## config.mk

```make
export PLATFORM = sky130hd
export DESIGN_NAME = sfg_serial_div
export DESIGN_NICKNAME = d
export VERILOG_FILES = /design/src/rtl/sfg_pkg.sv /design/src/rtl/sfg_serial_div.sv
export SDC_FILE = /design/constraint.sdc
export NUM_CORES = 1
export LEC_CHECK = 0
export BUFFER_PORTS_ARGS = -buffer_cell sky130_fd_sc_hd__buf_4
export CORE_MARGIN = 2
export CORE_UTILIZATION = 50
export DETAILED_ROUTE_END_ITERATION = 8
export MAX_ROUTING_LAYER = met4
export PLACE_DENSITY_LB_ADDON = 0.05
export SETUP_SLACK_MARGIN = 0.3
export SLEW_MARGIN = 10
export SYNTH_ARGS = -nofsm -noshare
export SYNTH_HDL_FRONTEND = slang
export SYNTH_SLANG_ARGS = --single-unit
```

## constraint.sdc

```tcl
create_clock -name clock -period 3 [get_ports clock]
set_input_delay 0.6 -clock clock [delete_from_list [all_inputs] [get_ports clock]]
set_output_delay 0.6 -clock clock [all_outputs]
set_load 0.05 [all_outputs]
```

## src/rtl/sfg_pkg.sv

```systemverilog
// ----------------------------------------------------------------------------
// Slew function generator package
// Shared constants, types and the exponential coefficients.
// ----------------------------------------------------------------------------
package sfg_pkg;

   localparam int LEVEL_FRAC_BITS = 27;
   localparam int Q11_SHIFT = LEVEL_FRAC_BITS - 11;
   localparam int ACC_W = LEVEL_FRAC_BITS + 6;
   localparam int SUM_W = ACC_W + 2;
   localparam int L11_W = ACC_W - Q11_SHIFT;
   localparam int Q_W = LEVEL_FRAC_BITS + 6;
   localparam int T_W = 42;
   localparam int A_W = 58;
   localparam int NUM_W = A_W + LEVEL_FRAC_BITS;
   localparam int DIV_CNT_W = $clog2(NUM_W + 1);

   localparam logic [Q_W-1:0] STEP_CAP = Q_W'(1) << (LEVEL_FRAC_BITS + 5);
   localparam logic signed [ACC_W-1:0] LEVEL_16V = ACC_W'(16) << LEVEL_FRAC_BITS;
   localparam logic signed [ACC_W-1:0] LEVEL_8V = ACC_W'(8) << LEVEL_FRAC_BITS;
   localparam logic signed [ACC_W-1:0] LEVEL_5V = ACC_W'(5) << LEVEL_FRAC_BITS;

   localparam logic [31:0] SAMPLE_PERIOD_RESET = 32'd89478;
   localparam logic [31:0] EXP_SEED = 32'd1431680;
   localparam logic [31:0] EXP_ONE = 32'd1073741824;
   localparam logic [24:0] PITCH_C4 = 25'd17145895;

   typedef enum logic [2:0] {
      REG_RISE_KNOB   = 3'd0,
      REG_FALL_KNOB   = 3'd1,
      REG_RISE_DEPTH  = 3'd2,
      REG_FALL_DEPTH  = 3'd3,
      REG_RISE_SELF   = 3'd4,
      REG_FALL_SELF   = 3'd5,
      REG_CYCLE       = 3'd6,
      REG_PERIOD      = 3'd7
   } sfg_reg_type;

   typedef enum logic [1:0] {
      STAGE_IDLE = 2'd0,
      STAGE_RISE = 2'd1,
      STAGE_FALL = 2'd2,
      STAGE_DONE = 2'd3
   } sfg_stage_type;

   typedef enum logic [3:0] {
      S_IDLE,
      S_PREP,
      S_UVAL,
      S_POLY,
      S_PM,
      S_NUM,
      S_SHIFT,
      S_DIV,
      S_APPLY
   } sfg_state_type;

   typedef struct packed {
      logic busy;
      logic done;
   } sfg_div_status_type;

   function automatic logic [31:0] exp_coef(input logic [1:0] idx);
      logic [31:0] c;
      case (idx)
         2'd0:    c = 32'd10327388;
         2'd1:    c = 32'd59597083;
         2'd2:    c = 32'd257941248;
         default: c = 32'd744261118;
      endcase
      return c;
   endfunction

endpackage

```

## src/rtl/sfg_serial_div.sv

```systemverilog
// ----------------------------------------------------------------------------
// Slew function generator serial divider
// Restoring long division, one quotient bit per cycle, saturating at the cap.
// ----------------------------------------------------------------------------
module sfg_serial_div import sfg_pkg::*; (
   input  logic                 clock,
   input  logic                 reset,
   input  logic                 start,
   input  logic [NUM_W-1:0]     numerator,
   input  logic [T_W-1:0]       divisor,
   output sfg_div_status_type   status,
   output logic [Q_W-1:0]       quotient
);

   logic [NUM_W-1:0]     num_ff;
   logic [T_W-1:0]       div_ff;
   logic [T_W-1:0]       rem_ff, rem_in;
   logic [Q_W-1:0]       quo_ff;
   logic                 ovf_ff, dzero_ff;
   logic [DIV_CNT_W-1:0] cnt_ff;
   logic                 busy_ff, done_ff;
   logic [T_W:0]         trial, diff;
   logic                 fits;

   assign trial = {rem_ff, num_ff[NUM_W-1]};
   assign diff = trial - {1'b0, div_ff};
   assign fits = trial >= {1'b0, div_ff};
   assign rem_in = fits ? diff[T_W-1:0] : trial[T_W-1:0];

   always_ff @(posedge clock) begin
      if (reset) begin
         busy_ff <= 1'b0;
         done_ff <= 1'b0;
      end else begin
         done_ff <= 1'b0;
         if (start) begin
            busy_ff <= 1'b1;
         end else if (busy_ff && cnt_ff == DIV_CNT_W'(1)) begin
            busy_ff <= 1'b0;
            done_ff <= 1'b1;
         end
      end
   end

   always_ff @(posedge clock) begin
      if (start) begin
         num_ff <= numerator;
         div_ff <= divisor;
         rem_ff <= '0;
         quo_ff <= '0;
         ovf_ff <= 1'b0;
         dzero_ff <= divisor == '0;
         cnt_ff <= DIV_CNT_W'(NUM_W);
      end else if (busy_ff) begin
         num_ff <= {num_ff[NUM_W-2:0], 1'b0};
         rem_ff <= rem_in;
         quo_ff <= {quo_ff[Q_W-2:0], fits};
         ovf_ff <= ovf_ff | quo_ff[Q_W-1];
         cnt_ff <= cnt_ff - DIV_CNT_W'(1);
      end
   end

   assign status.busy = busy_ff;
   assign status.done = done_ff;
   assign quotient = (ovf_ff || dzero_ff || quo_ff > STEP_CAP) ? STEP_CAP : quo_ff;

endmodule

```

Yosys cells after proc, flatten, opt, wreduce, memory -nomap -nowiden --
Index checks and enable logic that the tools add are counted.
Word-level totals: register bits 213, bits of input ports 130, output and inout bits 35, logic and storage cells 29
Operators by class: add/sub/neg operators 2, $lt $le $gt $ge 2, equal/unequal tests 1, multiplexer cells 7, bitwise operators 1, reductions and logical operators 7
Operators with widths (number):
- $mux 85 | 2
- $ge 43x42->1 | 1
- $logic_not 42->1 | 1
- $mux 42 | 1
- $sub 42x42->42 | 1
- $gt 33x33->1 const B | 1
- $mux 33 | 1
- $eq 7x1->1 const B | 1
- $sub 7x1->7 const B | 1
- $reduce_bool 2->1 | 2
- $mux 1 | 3
- $logic_or 1x1->1 | 2
- $reduce_or 2->1 | 1
- $logic_and 1x1->1 | 1
- $or 1x1->1 | 1

Logic depth before layout (Yosys ltp) --
word-level depth 4, depth in mapped cells 14

Least setup slack after synthesis --
OpenSTA, ideal clock, no wires.
path type input -> register, start point in start, end point reg num_ff[0], enable pin, data arrival time 2663 ps, slack -101 ps, stages on the path 3, cells stage by stage clkbuf_1 nor2_1 inv_1
On the way: cells in the longest elaborated chain, start to end 1
RTL lines:
- start, declared | RTL line sfg_serial_div.sv:8 | input logic start,
- $reduce_bool 2->1 (no source line)
- end signal, assigned | RTL line sfg_serial_div.sv:47 | num_ff <= numerator;
- end signal, assigned | RTL line sfg_serial_div.sv:55 | num_ff <= {num_ff[NUM_W-2:0], 1'b0};
- end, declared | RTL line sfg_serial_div.sv:15 | logic [NUM_W-1:0] num_ff;
No other way between the ends. A chain may end at the register's enable or synchronous reset.

Worst setup path in the final report --
start point reg div_ff[29], end point reg rem_ff[5]
On the way: cells in the longest elaborated chain, start to end 2
RTL lines:
- start, declared | RTL line sfg_serial_div.sv:16 | logic [T_W-1:0] div_ff;
- start signal, assigned | RTL line sfg_serial_div.sv:48 | div_ff <= divisor;
- $ge 43x42->1 | RTL line sfg_serial_div.sv:27 | assign fits = trial >= {1'b0, div_ff};
- $mux 42 | RTL line sfg_serial_div.sv:28 | assign rem_in = fits ? diff[T_W-1:0] : trial[T_W-1:0];
- end signal, assigned | RTL line sfg_serial_div.sv:56 | rem_ff <= rem_in;
- end, declared | RTL line sfg_serial_div.sv:17 | logic [T_W-1:0] rem_ff, rem_in;
No other way between the ends.

==> results.md <==
* Fraction of registers with async set/reset at 0
* Worst setup SP type: flop
* Max VDD drop at 0.433 mV
* DR WL/cell at 17.8 µm
* Mapped Area at 0.0113 mm²
* Flops & latches, synth at 213
* Die height at 155 µm
* Top_reg_cell synth: edfxtp_1
* Fin crit period at 2.98 ns
* Max-slew violation count at 0
* Clock Tree Buf Depth at 3
* GRT Total Usage at 0.234
* Post-synth EDFFs at 128
* PortBufs at 164
* Worst slew pin tran at 0.786 ns
* Sequential share of the synthesized area at 0.489
* First-pass GRT wire length at 44.7 mm
* Layout cell share with drive strength beyond 1 at 0.442
* Setup WS pre-CTS at -0.0479 ns
* Synth top area share at 0.339
* Worst Path Arrival at 3.37 ns
* Residual DRC at 0
* Initial antenna violation count at 0
* Vias in the first global route at 8,903
* Synth cell types at 60
* Status: finished clean
* Clk sinks at 213
* Max-cap viol count at 0
* DP Area at 0.0133 mm²
* Crit end category: flop
* Clock slew at reported path FFs at 0.06 ns
* Worst Skew at 0.0210 ns
* Drt pass-1 iters at 5
* Area grow syn2layout at 41.2%
* Maximum fanout along the worst path at 6
* Final setup violation count at 0
* Cts bufs inserted at 25
* FP Rows at 55
* Clock root cell: clkbuf_16
* RSZ-0062 raised after global routing: yes
* Synth area leaders: edfxtp_1 (34%), dfxtp_1 (15%), mux2_2 (8.3%)
* Layout fillers at 1,609
* YS warnings at 0
* PwrDens at 509 mW/mm²
* Max frequency at 0.336 GHz
* Final Cycle Share at 0.993
* Final Non-Filler Cells at 1,630
* Synth Instances at 1,079
* CP required at 3.39 ns
* Leak Pwr at 0.00656 µW
* Die Width at 155 µm
* First DRT Iteration DRCs at 511
* Final Hold Viols at 0
* TNS Setup at 0 ns
* Core box area at 0.0224 mm²
* Pin count of the biggest net entering global routing at 86
* Initial Utilization at 0.506
* Final GP Congestion at 0.893
* Max-slew headroom at 0.475
* Htree depth at 1
* Final HPWL DP at 18.4 mm
* Final instance area at 0.0160 mm²
* Total die area at 0.0239 mm²
* Post-Syn Nets at 1,254
* Via count at 9,100
* Top cell type by total area after synthesis: edfxtp_1
* Grt total ovfl at 0
* Nets@finish at 1,502
* Final worst slack at 0.0210 ns
* Mean Syn Cell Area at 10.5 µm²
* Critical setup path kind: reg2reg
* # diodes at 0
* Placed Cells at 1,523
* Io pins at 165
* HP Class: in2reg
* CTS hold repair buffers at 0
* Worst skew pair latency at 0.54 ns
* WHS at 0.219 ns
* CTS tree: done
* Drt total wl at 29.0 mm
* Antenna viol nets, final at 0
* Vias/cell at 5.58
path summary, 6_finish.rpt:
check,from,to,slack [ns],cells past startpoint
min reg2reg,rem_ff[5]$_SDFFE_PP0P_,rem_ff[6]$_SDFFE_PP0P_,0.50,2
min,reset,busy_ff$_SDFFE_PP0P_,0.22,2
max reg2reg,div_ff[29]$_DFFE_PP_,rem_ff[5]$_SDFFE_PP0P_,0.02,15
max,div_ff[29]$_DFFE_PP_,rem_ff[5]$_SDFFE_PP0P_,0.02,15
cells by family after synthesis:
kind of cell               synth area share
muxes                                 0.123
AOI/OAI and AO/OA                     0.124
and+or+nand+nor                       0.140
DFF                                   0.489
xor gates and xnor gates             0.0301
adders and majority gates            0.0503
buffers and inverters                0.0438
registers in the layout (all words and copies together) (netlist names):
signal,cells
busy_ff,1
cnt_ff,7
div_ff,42
done_ff,1
dzero_ff,1
num_ff,85
ovf_ff,1
quo_ff,33
rem_ff,42
routing by layer:
metal	vias up	global-route usage	share of wire
li1	4448	-	-
met1	4318	0.323	0.45
met2	270	0.355	0.46
met3	64	0.0499	0.061
met4	0	0.0578	0.026
met5	-	-	0
placed cells by master, fill, tap and decap left out, drive strengths merged, types with 22 or more instances in the layout:
| master | synthesis | layout |
|---|---|---|
| o21ai | 34 | 34 |
| edfxtp | 128 | 128 |
| mux2i | 45 | 45 |
| nor2 | 97 | 97 |
| a21oi | 52 | 52 |
| and2 | 34 | 34 |
| buf | 20 | 282 |
| inv | 58 | 58 |
| mux2 | 84 | 84 |
| ha | 44 | 44 |
| nand2 | 73 | 73 |
| clkbuf | 43 | 38 |
| dfxtp | 85 | 85 |
| a21o | 25 | 25 |
| nand4 | 22 | 22 |
worst max-delay path, cell delays in order, from the launching register on:
cell and delay [ns]:
edfxtp_1 0.34, inv_2 0.05, ha_4 0.27, buf_4 0.11, buf_4 0.13, nand2_1 0.09
o211ai_1 0.29, nand3b_1 0.17, a21o_1 0.20, a31o_1 0.22, buf_6 0.13, a21oi_4 0.17
buf_6 0.17, buf_12 0.15, mux2i_4 0.24, a211oi_2 0.09
synth_stat cells, drive strengths merged, types with 8 or more instances:
cell    count
edfxtp    128
nor2       97
dfxtp      85
mux2       84
nand2      73
inv        58
a21oi      52
mux2i      45
ha         44
clkbuf     43
and2       34
o21ai      34
a21o       25
nand4      22
nor4       21
xnor2      21
a311oi     20
buf        20
xor2       18
a211oi     17
nand3      17
nand2b     12
or3        12
nor3       10
o211ai      9
o21bai      9
a31oi       8
and3        8
area by class of cell:
type                       count  area [µm²]  share of cell area
timing repair buffer         284        2660               0.166
sequential                   213        5570               0.348
clock inverter                 9        58.8             0.00367
inverter                      58         221              0.0138
clock buffer                  36         697              0.0435
tap                          285         357              0.0223
multi-input combinational    745        6450               0.403
through the flow:
| step | utilization | power, µW |
|---|---|---|
| global route | 0.714 | 8480 |
| CTS | 0.671 | 7950 |
| floorplan | - | 4430 |
| global placement | 0.593 | 4890 |
| detailed placement | 0.593 | 4900 |
| finish | 0.714 | 8150 |
power breakdown:
group / internal (µW) / switching [µW] / leakage (µW)
clock: 1620 / 1200 / 0.000378
combinational: 927 / 932 / 0.00421
sequential: 3350 / 118 / 0.00197
total: 5900 / 2250 / 0.00656
what timing repair did:
action / 4_1_cts / 5_1_grt
setup buffers: 39 / 16
cloned: 5 / 2
resized for setup: 135 / 183
pin swaps: 51 / 60
endpoints found under the setup margin: 75 / 75
(Power assumes the default switching activity.)
